## src/rtl/skoc_div_pipe.sv

```systemverilog
// Pipelined restoring divider, one quotient bit per stage.
// Standalone; no package needed. The caller supplies a starting remainder below den_i.
module skoc_div_pipe #(
  parameter int QW = 32,
  parameter int DW = 32
) (
  input  logic          clk_i,
  input  logic          rst_ni,
  input  logic          valid_i,
  input  logic [DW-1:0] rem_i,
  input  logic [QW-1:0] num_i,
  input  logic [DW-1:0] den_i,
  output logic          valid_o,
  output logic [QW-1:0] quo_o
);

  logic          v_q   [1:QW];
  logic [DW-1:0] rem_q [1:QW];
  logic [QW-1:0] num_q [1:QW];
  logic [DW-1:0] den_q [1:QW];
  logic [QW-1:0] quo_q [1:QW];

  for (genvar s = 1; s <= QW; s++) begin : g_stage
    logic          prev_v;
    logic [DW-1:0] prev_rem;
    logic [QW-1:0] prev_num;
    logic [DW-1:0] prev_den;
    logic [QW-1:0] prev_quo;
    logic [DW:0]   trial;
    logic          ge;

    if (s == 1) begin : g_first
      assign prev_v   = valid_i;
      assign prev_rem = rem_i;
      assign prev_num = num_i;
      assign prev_den = den_i;
      assign prev_quo = '0;
    end else begin : g_next
      assign prev_v   = v_q[s-1];
      assign prev_rem = rem_q[s-1];
      assign prev_num = num_q[s-1];
      assign prev_den = den_q[s-1];
      assign prev_quo = quo_q[s-1];
    end

    // Shift in the next numerator bit, subtract when it fits
    assign trial = {prev_rem, prev_num[QW-1]};
    assign ge    = trial >= {1'b0, prev_den};

    always_ff @(posedge clk_i or negedge rst_ni) begin
      if (!rst_ni) begin
        v_q[s] <= 1'b0;
      end else begin
        v_q[s] <= prev_v;
      end
    end

    always_ff @(posedge clk_i) begin
      rem_q[s] <= ge ? DW'(trial - {1'b0, prev_den}) : trial[DW-1:0];
      num_q[s] <= {prev_num[QW-2:0], 1'b0};
      den_q[s] <= prev_den;
      quo_q[s] <= {prev_quo[QW-2:0], ge};
    end
  end

  assign valid_o = v_q[QW];
  assign quo_o   = quo_q[QW];

endmodule

```

## config.mk

```make
export PLATFORM = sky130hd
export DESIGN_NAME = skoc_div_pipe
export DESIGN_NICKNAME = d
export VERILOG_FILES = /design/src/rtl/skoc_div_pipe.sv
export SDC_FILE = /design/constraint.sdc
export NUM_CORES = 2
export LEC_CHECK = 0
export BUFFER_PORTS_ARGS = -buffer_cell sky130_fd_sc_hd__buf_2
export CELL_PAD_IN_SITES_DETAIL_PLACEMENT = 0
export CELL_PAD_IN_SITES_GLOBAL_PLACEMENT = 1
export CORE_MARGIN = 1.5
export CORE_UTILIZATION = 40
export CTS_CLUSTER_DIAMETER = 150
export CTS_CLUSTER_SIZE = 12
export DETAILED_ROUTE_END_ITERATION = 8
export GPL_TIMING_DRIVEN = 0
export PLACE_DENSITY = 0.67
export SLEW_MARGIN = 15
export SYNTH_ARGS = -nofsm -noshare
export SYNTH_HDL_FRONTEND = slang
export SYNTH_SLANG_ARGS = --single-unit
```

## constraint.sdc

```tcl
create_clock -name clk_i -period 3.7 [get_ports clk_i]
set_input_delay 0.185 -clock clk_i [delete_from_list [all_inputs] [get_ports clk_i]]
set_output_delay 0.185 -clock clk_i [all_outputs]
set_load 0.1 [all_outputs]
```

# Yosys cells after proc, flatten, opt, wreduce, memory -nomap -nowiden
# Memory sizes are Yosys's and may differ from the RTL's.
# Index checks and enable logic that the tools add are counted.
dict set report word_totals {
  register_bits 32
  ramBits 4064
  input_bits 99
  output_inout_bits 33
  wordCells 132
  memories 4
}
# name words width rd rd_ports_with_merged_regs write_ports line_no
set memory_table {}
lappend memory_table {den_q 32 32 31 0 32 20} ;# logic [DW-1:0] den_q [1:QW];
lappend memory_table {quo_q 32 32 32 0 32 21} ;# logic [QW-1:0] quo_q [1:QW];
lappend memory_table {rem_q 32 32 31 0 32 18} ;# logic [DW-1:0] rem_q [1:QW];
lappend memory_table {num_q 32 31 31 0 32 19} ;# logic [QW-1:0] num_q [1:QW];
dict set report op_classes {
  n_addsub 32
  order_cmp 32
  muxes 32
}
# operator n
set op_table {}
lappend op_table {{greater-or-equal comparator 33 x 32 -> 1 bit} 32}
lappend op_table {{two-way mux 32 bit} 32}
lappend op_table {{subtractor 32 bit} 32}

# Longest topological paths before layout
# An unclocked memory read counts as a cell.
dict set report logic_depth {
  ltp_word 3
  ltp_mapped 16
  mapped_depth_nobuf 14
}

# Worst setup path before layout
# Ideal clock, no wire load.
dict set report synth_path {
  path_kind {register to register}
  start {register den_q[0][353] (netlist name)}
  end {register rem_q[0][410] (netlist name)}
  setup_ns 0.123
  t_arrival_ns 3.280
  t_required_ns 3.577
  setup_slack_ns 0.297
  path_stages_with_launch 15
  path_buffers 1
  period_less_slack_ns 3.403
  path_cell_list {dfxtp_1 > inv_1 > ha_1 > nor2b_1 > o31a_1 > o31a_1 > nor4b_2 > o31ai_2 > a31oi_2 > nor4_1 > nor4_2 > a21oi_1 > o32ai_4 > buf_4 > mux2_1}
}

==> results.toml <==
[global_routing]
grt_max_degree = 33
antenna_found_initial = 9
overflow = 0
grt_pass1_wl_um = 523000
grtUsageTotal = 0.212
grt_pass1_vias = 89300

[critical_path]
critPathMaxFanout = 5
setup.worst_path.start_class = "flop"
crit_arrival_ns = 4.42
crit_type = "reg -> reg"
worstPathRequired_ns = 4.46
rr_startpoint = "den_q[0][577]"
endpoint_kind = "flop"
crit_path_start = "den_q[0][577]"

[floorplanning]
core_mm2 = 0.310
num_rows = 204
die-area_mm2 = 0.315
die_w_um = 562
ioPinCount = 132
die_y_um = 562
initial_core_util = 0.403

[pwr]
seqPwrFrac = 0.325
p_sw_mw = 61.2
p_int_mw = 89.7
p_leak_nw = 66.0
p_clk_frac = 0.175
combPwrFrac = 0.500
power_per_cell_area_mw_per_mm2 = 1040
peakVddDrop_uv = 482
sw_frac_of_total = 0.405

[yosys]
synth_cell_types = 104
synth_top_area_frac = 0.482
postSynth.asyncResetShare = 0.0105
synth_cells = 12700
yosys_warnings = 0
ys.flop_type = "dfxtp_1"
synth_edf_count = 0
synth_seq_area_share = 0.489
ys_ff_latch = 3040
netlist_area_mm2 = 0.125
synth_area_leaders = "dfxtp_1 (48%), ha_1 (10%), inv_1 (3.8%)"
synth_nets = 13900
yosys.area.top_type = "dfxtp_1"
synth_area_per_cell_um2 = 9.81

[detailed_routing]
via_count = 89400
drtIter0Drc = 5066
antenna_left = 0
routed_via_density = 5.08
routedWlPerCell_um = 19.7
wl_um = 346000
drc = 0
drt_first_pass_iters = 8

[clock_tree]
cts_made_buffers = 291
clkTransAtPathRegs_ns = 0.06
clk_latency_ns = 0.92
htree_levels = 5
clockRootBuffer = "clkbuf_16"
clock_path_buffers = 4
clock_sinks = 3040
cts_tree = "done"

[place]
gp_congestion = 0.907
dp_hpwl_um = 272000
place_area_mm2 = 0.131
numPlacedInstances = 17000
io_buffer_count = 131

[layout]
area_delta_synth_final_pct = 15.7
final_cells = 17600
final_common_cell = "dfxtp_1"
final_layout_size_suffix_gt1_frac = 0.114
stdcell_area_mm2 = 0.144
nets = 14600
layout_common_cells = "dfxtp_1 (2,969), inv_1 (1,269), ha_1 (1,002), nand2_1 (955), a21oi_1 (840)"
fin_util = 0.466

[timing]
rsz0062_at_grt = "true"
max_freq_mhz = 273
tns_ns = 0
setup_viol = 0
timing.final.crit_share = 0.989
final_hold_viol_count = 2
maxSlewHeadroom = 0.309
fin_crit_ns = 3.66
finalClockSkew_ns = 0.0653
holdWs_ns = -0.571
worstMarginPinSlew_ns = 1.01
drv_slew = 0

[hold_path]
hp-start = "den_i[0]"
hp-class = "in -> reg"

[run_status]
status = "finished, violations left"
violations = "hold timing"

[run]
max_cap_violations = 0
[final timing paths]
kind | slack, ns | depth (start not counted) | endpoint
max | 0.04 | 14 | rem_q[0][617]
min | -0.57 | 1 | den_q[0][32]
max reg2reg | 0.04 | 14 | rem_q[0][617]
min reg2reg | 0.30 | 0 | quo_q[6][39]
max in group asynchronous | 3.22 | 4 | g_stage[19].prev_v
min in group asynchronous | 0.32 | 4 | valid_o
[metrics by stage]
stage          power (mW)  worst slack (ns)
4_1_cts               149            -0.145
5_1_grt               162           -0.0515
3_3_place_gp          118             -1.56
2_1_floorplan        97.9             0.297
3_5_place_dp          118             -1.57
6_report              151            0.0414
[power by group through the flow]
| stage | sequential (mW) | combinational [mW] | clock, mW |
|---|---|---|---|
| after CTS | 49.0 | 72.6 | 27.5 |
| after floorplan | 47.5 | 50.4 | 0 |
| final | 49.0 | 75.4 | 26.5 |
| after global routing | 49.9 | 82.9 | 28.8 |
| after global placement | 49.6 | 68.3 | 0 |
| after detailed placement | 49.6 | 68.3 | 0 |
[cells by family after synthesis]
group,synth area share
simple gates,0.0984
flops,0.489
fa+ha+maj,0.108
buf+inv,0.0484
xor+xnor,0.0589
mux,0.0366
compound gates,0.161
[state kept, by name, summed over array words and instances, names as in the netlist]
signal	cells
num_q	496
rem_q	992
g_stage.prev_v	31
den_q	992
quo_q	528
valid_o	1
[repair_timing]
action                     in CTS  in global routing
resized for setup             492                425
cloned                          4                  6
hold endpoints to repair      128                 10
buffers inserted               77                 55
hold buffers                  153                 12
pin swaps                      61                104
setup endpoints to repair     977                885
[cell usage after synthesis, drive strengths merged (43+ instances only)]
library cell / n
xor2: 385
o21ai: 898
inv: 1277
nand2b: 130
nor4: 48
a31oi: 90
dfxtp: 3008
o31ai: 86
and3: 61
mux2: 364
clkbuf: 216
nand2: 958
nor2b: 156
o21bai: 116
a21oi: 908
nand3: 183
or3: 54
o31a: 43
buf: 69
nor2: 601
a21o: 515
a211oi: 74
nand4: 162
nor3: 120
xnor2: 454
o21a: 135
ha: 1024
[worst max-delay path, cell delays in order, from the launching register on]
cell,delay (ns)
dfxtp_4,0.36
inv_2,0.04
ha_4,0.21
nor2b_4,0.13
o31a_1,0.26
o221a_1,0.25
a211o_1,0.34
nor3_4,0.16
nor2_2,0.07
a211oi_2,0.31
a21oi_1,0.13
or4_4,0.58
buf_12,0.18
buf_12,0.14
mux2_4,0.33
[routing by layer]
layer,share of wire,track usage,vias to the layer above
met5,0,0,-
met4,0.043,0.0853,0
met3,0.034,0.0244,581
met2,0.46,0.355,1714
met1,0.46,0.277,42200
li1,-,-,45000
[final cells by class]
class / count / area [um2]
Buffer: 262 / 1730
Timing Repair Buffer: 436 / 3590
Clock buffer: 299 / 7340
Tap cell: 4120 / 5150
Inverter: 1278 / 4810
Clock inverter: 27 / 547
Sequential cell: 3040 / 61100
Antenna cell: 11 / 27.5
Fill cell: 29000 / 165000
Multi-Input combinational cell: 8118 / 60100
Note: power is estimated with default switching activity, not from simulation.
