**src/rtl/skoc_sqrt_pipe.sv**
```systemverilog
// Pipelined integer square root, one root bit per stage.
// Standalone; no package needed.
module skoc_sqrt_pipe #(
  parameter int RW = 33
) (
  input  logic            clk_i,
  input  logic            rst_ni,
  input  logic            valid_i,
  input  logic [2*RW-1:0] rad_i,
  output logic            valid_o,
  output logic [RW-1:0]   root_o
);

  logic            v_q    [1:RW];
  logic [RW+1:0]   rem_q  [1:RW];
  logic [RW-1:0]   root_q [1:RW];
  logic [2*RW-1:0] rad_q  [1:RW];

  for (genvar s = 1; s <= RW; s++) begin : g_stage
    logic            prev_v;
    logic [RW+1:0]   prev_rem;
    logic [RW-1:0]   prev_root;
    logic [2*RW-1:0] prev_rad;
    logic [RW+3:0]   cur;
    logic [RW+3:0]   trial;
    logic            ge;

    if (s == 1) begin : g_first
      assign prev_v    = valid_i;
      assign prev_rem  = '0;
      assign prev_root = '0;
      assign prev_rad  = rad_i;
    end else begin : g_next
      assign prev_v    = v_q[s-1];
      assign prev_rem  = rem_q[s-1];
      assign prev_root = root_q[s-1];
      assign prev_rad  = rad_q[s-1];
    end

    // Bring down two radicand bits and try the next root bit
    assign cur   = {prev_rem, prev_rad[2*RW-1 -: 2]};
    assign trial = (RW+4)'({prev_root, 2'b01});
    assign ge    = cur >= trial;

    always_ff @(posedge clk_i or negedge rst_ni) begin
      if (!rst_ni) begin
        v_q[s] <= 1'b0;
      end else begin
        v_q[s] <= prev_v;
      end
    end

    always_ff @(posedge clk_i) begin
      rem_q[s]  <= ge ? (RW+2)'(cur - trial) : cur[RW+1:0];
      root_q[s] <= {prev_root[RW-2:0], ge};
      rad_q[s]  <= {prev_rad[2*RW-3:0], 2'b00};
    end
  end

  assign valid_o = v_q[RW];
  assign root_o  = root_q[RW];

endmodule

```
**config.mk**
```make
export PLATFORM = sky130hd
export DESIGN_NAME = skoc_sqrt_pipe
export DESIGN_NICKNAME = d
export VERILOG_FILES = /design/src/rtl/skoc_sqrt_pipe.sv
export SDC_FILE = /design/constraint.sdc
export NUM_CORES = 2
export LEC_CHECK = 0
export BUFFER_PORTS_ARGS = -buffer_cell sky130_fd_sc_hd__buf_2
export CORE_MARGIN = 1.5
export CORE_UTILIZATION = 56
export DETAILED_ROUTE_END_ITERATION = 6
export PLACE_DENSITY_LB_ADDON = 0.05
export REMOVE_ABC_BUFFERS = 1
export SYNTH_ARGS = -nofsm -noshare
export SYNTH_HDL_FRONTEND = slang
export SYNTH_MEMORY_MAX_BITS = 65536
export SYNTH_SLANG_ARGS = --single-unit
```
**constraint.sdc**
```tcl
create_clock -name clk_i -period 3.36 [get_ports clk_i]
set_input_delay 0.168 -clock clk_i [delete_from_list [all_inputs] [get_ports clk_i]]
set_output_delay 0.168 -clock clk_i [all_outputs]
set_load 0.02 [all_outputs]
```
Word level (Yosys, flattened, before mapping)
Memory sizes are Yosys's and may differ from the RTL's.
Index checks and enable logic that the tools add are counted.
Widths: inputs -> output; s select.
{"block": "classes", "shift": 0, "order_cmp": 33, "addsub": 33, "bitwise_logic": 0, "div_mod_pow": 0, "multipliers": 0, "mux": 33, "n_eq_ne": 0, "reduce_logical": 0}
{"cell": "$ge 37x35->1", "count": 32}
{"cell": "$mux 35", "count": 33}
{"cell": "$sub 35x35->35", "count": 32}
{"cell": "$sub 2x1->3 const B", "count": 1}
{"cell": "$ge 2x1->1 const B", "count": 1}
{"block": "word_totals", "wordCells": 135, "in_bits": 69, "mem_count": 3, "latch_bits": 0, "out_inout_bits": 34, "ram_bits": 4356, "regBits": 33, "romBits": 0}
{"memory": "rad_q", "words": 33, "word_bits": 64, "read_ports": 32, "rd_clocked_by_memory_dff": 0, "wr": 33, "line_no": "17", "source": "logic [2*RW-1:0] rad_q [1:RW];"}
{"memory": "rem_q", "words": 33, "word_bits": 35, "read_ports": 32, "rd_clocked_by_memory_dff": 0, "wr": 33, "line_no": "15", "source": "logic [RW+1:0] rem_q [1:RW];"}
{"memory": "root_q", "words": 33, "word_bits": 33, "read_ports": 33, "rd_clocked_by_memory_dff": 0, "wr": 33, "line_no": "16", "source": "logic [RW-1:0] root_q [1:RW];"}

Logic depth before layout (Yosys ltp)
An unclocked memory read counts as a cell.
{"block": "depth", "word_depth": 3, "depth_mapped": 15, "ltp_nobuf": 12}

Least setup slack after synthesis
Ideal clock, no wire load.
{"block": "synth_path", "kind": "flip-flop to flip-flop", "from": "register, netlist name root_q[0][792]", "to": "register, netlist name rem_q[0][903]", "path_slack_ps": 189, "arrival_ps": 3099, "path_buffers": 0, "stages_incl_launch_ff": 12, "t_required_ps": 3288, "period_less_slack_ps": 3171, "setup_ps": 72, "cell_sequence": "dfxtp_1 inv_1 ha_1 nor2b_1 o31a_1 or4b_1 a32o_1 o41ai_2 o41ai_1 or4b_1 nor2_1 xor2_1"}

==> reports/results.tsv <==
stage	metric	value	unit
outcome	status	finished, violations left	
outcome	failed_checks	design-rule violations	
yosys	synth_top_cell_area_share	54.1	%
timing	setup_viol	0	
drt	antenna_left	0	
floorplanning	die_width	424	microns
global_routing	grt_usage	24.0	%
critical_path	path_max_fanout	13	
yosys	syn_inst	9786	
yosys	synth_area	99400	sq um
global_routing	grt_pass1_wl	351000	microns
clock_network	h-tree-depth	5	
timing	tightest_slew	0.866	ns
placed_design	place_hpwl	163000	microns
drt	drt_iter0_markers	4120	
yosys	synthTopCellsByArea	dfxtp_1 54%, ha_1 7.5%, xor2_1 4.0%	
drt	wl	219000	microns
timing	fmax	307	MHz
final_layout	finish.utilization	65.2	%
timing	finalCritPeriodShare	96.8	%
clock_network	root_buffer	clkbuf_16	
worst_hold_path	hp-class	reg -> reg	
final_layout	fill_cells	14159	
global_routing	grt.overflow.total	0	
clock_network	clock_path_buffers	4	
critical_path	cp.arrival	4.08	ns
global_routing	antenna_found_initial	2	
clock_network	path_clk_slew	0.06	ns
floorplanning	core_area	176000	sq um
yosys	yosys.area.top_type	dfxtp_1	
placed_design	gp_congestion	0.932	
power_and_ir_drop	vdd_drop_max	0.000544	V
drt	wl_per_cell	17.1	microns
floorplanning	dieHeight	424	microns
drt	drtPass1Iterations	7	
run	maxCapViolCount	0	
floorplanning	start_util	56.4	%
yosys	ys_seq_elements	2717	
critical_path	cp-end-kind	flop	
timing	rsz0062_at_grt	yes	
yosys	yosysWarnings	0	
clock_network	tritoncts	built	
timing	maxSlewHeadroom	41.8	%
floorplanning	dieArea	180000	sq um
global_routing	grt_pass1_vias	67696	
yosys	dominantRegCellSynth	dfxtp_1	
power_and_ir_drop	pwr_density_cell	744	nW/um^2
drt	num_vias	68545	
critical_path	worstSetupStartpointType	flop	
drt	drc	12	
clock_network	clock_sinks	2717	
timing	final.min_clock_period	3.25	ns
yosys	synth-edff-count	0	
yosys	ys_seq_area_share	54.9	%
final_layout	synthToLayoutAreaGrowth	15.7	%
clock_network	numCtsBuffers	286	
timing	finalHoldViolCount	0	
yosys	avgSynthCellArea	10.2	sq um
global_routing	grt_max_degree	52	
timing	slew_viol_final	0	
clock_network	insertion_delay	0.91	ns
power_and_ir_drop	p_leak	54.0	nW
timing	skew	0.0599	ns
timing	whs	0.305	ns
final_layout	nets	10983	
yosys	async_flop_share	1.21	%
yosys	synth_cell_types	93	
final_layout	drive_above_1_share	9.17	%
drt	drt-vias-per-instance	5.33	
floorplanning	rows	154	
critical_path	required	4.19	ns
placed_design	io_buffers	102	
critical_path	critPathKind	reg -> reg	
floorplanning	io-pin-count	103	
## placed cells by master, fill, tap and decap left out, types with 53 or more instances in the layout
cell / n
o21ai_0: 470
clkbuf_16: 292
nor3_1: 259
nor4_1: 118
xnor2_1: 437
nand3_1: 147
mux2_2: 69
nand4_1: 120
o31ai_1: 68
xor2_1: 455
a21o_1: 250
ha_1: 596
a21oi_1: 650
nor2b_1: 87
or4_1: 65
o21a_1: 96
buf_2: 102
nand2b_1: 129
nor2_1: 619
dfxtp_1: 2683
or3_1: 121
nand2_1: 608
and3_1: 53
buf_4: 191
inv_1: 763
dlygate4sd3_1: 137
## worst max-delay path, cell delays in order (launching register included)
cell and delay (ns):
dfxtp_1 0.33, or4_4 0.55, or4b_4 0.55, or4_4 0.57, nor3_4 0.26, nand2_1 0.12, o31ai_2 0.29, nor3_2 0.20
or2b_1 0.20, xnor2_1 0.10
## final timing paths
kind	start	to	slack [ns]	depth (start not counted)
worst min-delay path	rad_q[0][687]	rad_q[0][753]	0.30	0
min in group asynchronous	rst_ni	g_stage[28].prev_v	0.35	4
max in group asynchronous	rst_ni	g_stage[18].prev_v	2.84	4
worst max-delay path	rem_q[0][185]	rem_q[0][226]	0.11	9
worst max register to register	rem_q[0][185]	rem_q[0][226]	0.11	9
worst min register to register	rad_q[0][687]	rad_q[0][753]	0.30	0
## registers in the layout (all words and copies together) (netlist names)
register	flops
rad_q	1056
g_stage.prev_v	32
root_q	561
rem_q	1067
valid_o	1
## synthesized netlist by cell type, types with 18 or more instances
master,instances
dfxtp_1,2684
inv_1,763
a21oi_1,653
nor2_1,623
nand2_1,609
ha_1,596
o21ai_0,480
xor2_1,455
xnor2_1,437
nor3_1,260
a21o_1,250
clkbuf_1,185
nand3_1,148
nand2b_1,130
nor4_1,123
or3_1,121
nand4_1,120
o21a_1,96
nor2b_1,87
o31ai_1,72
mux2_2,69
or4_1,66
and3_1,53
a211oi_1,51
o211ai_1,51
or2_2,51
a31oi_1,48
o21bai_1,45
dfrtp_1,33
and2_1,30
nand3b_1,26
a21boi_0,25
o2111ai_1,20
a211o_1,19
nor3b_1,19
and4_1,18
## final cells by class
class / instances / area (sq um) / share of cell area, %
repair buffers: 447 / 3650 / 3.18
diodes: 1 / 2.50 / 0.00218
clock buffers: 379 / 8060 / 7.01
multi-input cells: 6098 / 41500 / 36.1
inverters: 768 / 2890 / 2.51
clock inverters: 111 / 1380 / 1.20
well taps: 2340 / 2930 / 2.55
flip-flops and latches: 2717 / 54600 / 47.5
## layer usage
metal  GRT usage (%)  part of all wire, %
met5               0                    0
met4            8.85                  3.5
met3            3.58                  4.3
met2            42.1                   49
met1            29.8                   44
## power breakdown
part           switching, mW  total [mW]  internal (mW)
registers               3.98        41.3           37.3
logic                   6.94        12.8           5.89
clock network           12.3        31.3           19.0
## cell families (layout without fill, tap and decap cells)
| logic type | after synthesis | count (layout) | synth area share (%) |
|---|---|---|---|
| buffers and inverters | 972 | 1705 | 3.69 |
| XOR/XNOR | 892 | 892 | 7.86 |
| multiplexers | 84 | 84 | 0.933 |
| AO/OA/AOI/OAI | 1985 | 1986 | 12.4 |
| flip-flops | 2717 | 2717 | 54.9 |
| other | 1 | 2 | 0.00377 |
| AND/OR/NAND/NOR | 2539 | 2539 | 12.7 |
| adder cells (fa/ha/maj) | 596 | 596 | 7.50 |
## through the flow
step / instances / worst slack, ns / cell area (sq um) / TNS (ns) / power (mW)
final: 12861 / 0.107 / 115000 / 0 / 85.5
after global routing: 12860 / -0.0295 / 115000 / -0.0814 / 89.6
after global placement: 12224 / 0.00603 / 104000 / 0 / 54.3
after floorplan: 9582 / -2.63 / 98600 / -392.81 / 50.0
after detailed placement: 12224 / 0.0802 / 104000 / 0 / 54.5
after CTS: 12852 / 0.0429 / 115000 / 0 / 86.2
## repair_timing
action,4_1_cts,5_1_grt
setup endpoints to repair,0,168
hold endpoints to repair,101,0
resized for setup,0,57
hold buffers,138,0
buffers inserted,0,6
Power figures use the tool's default switching activity.
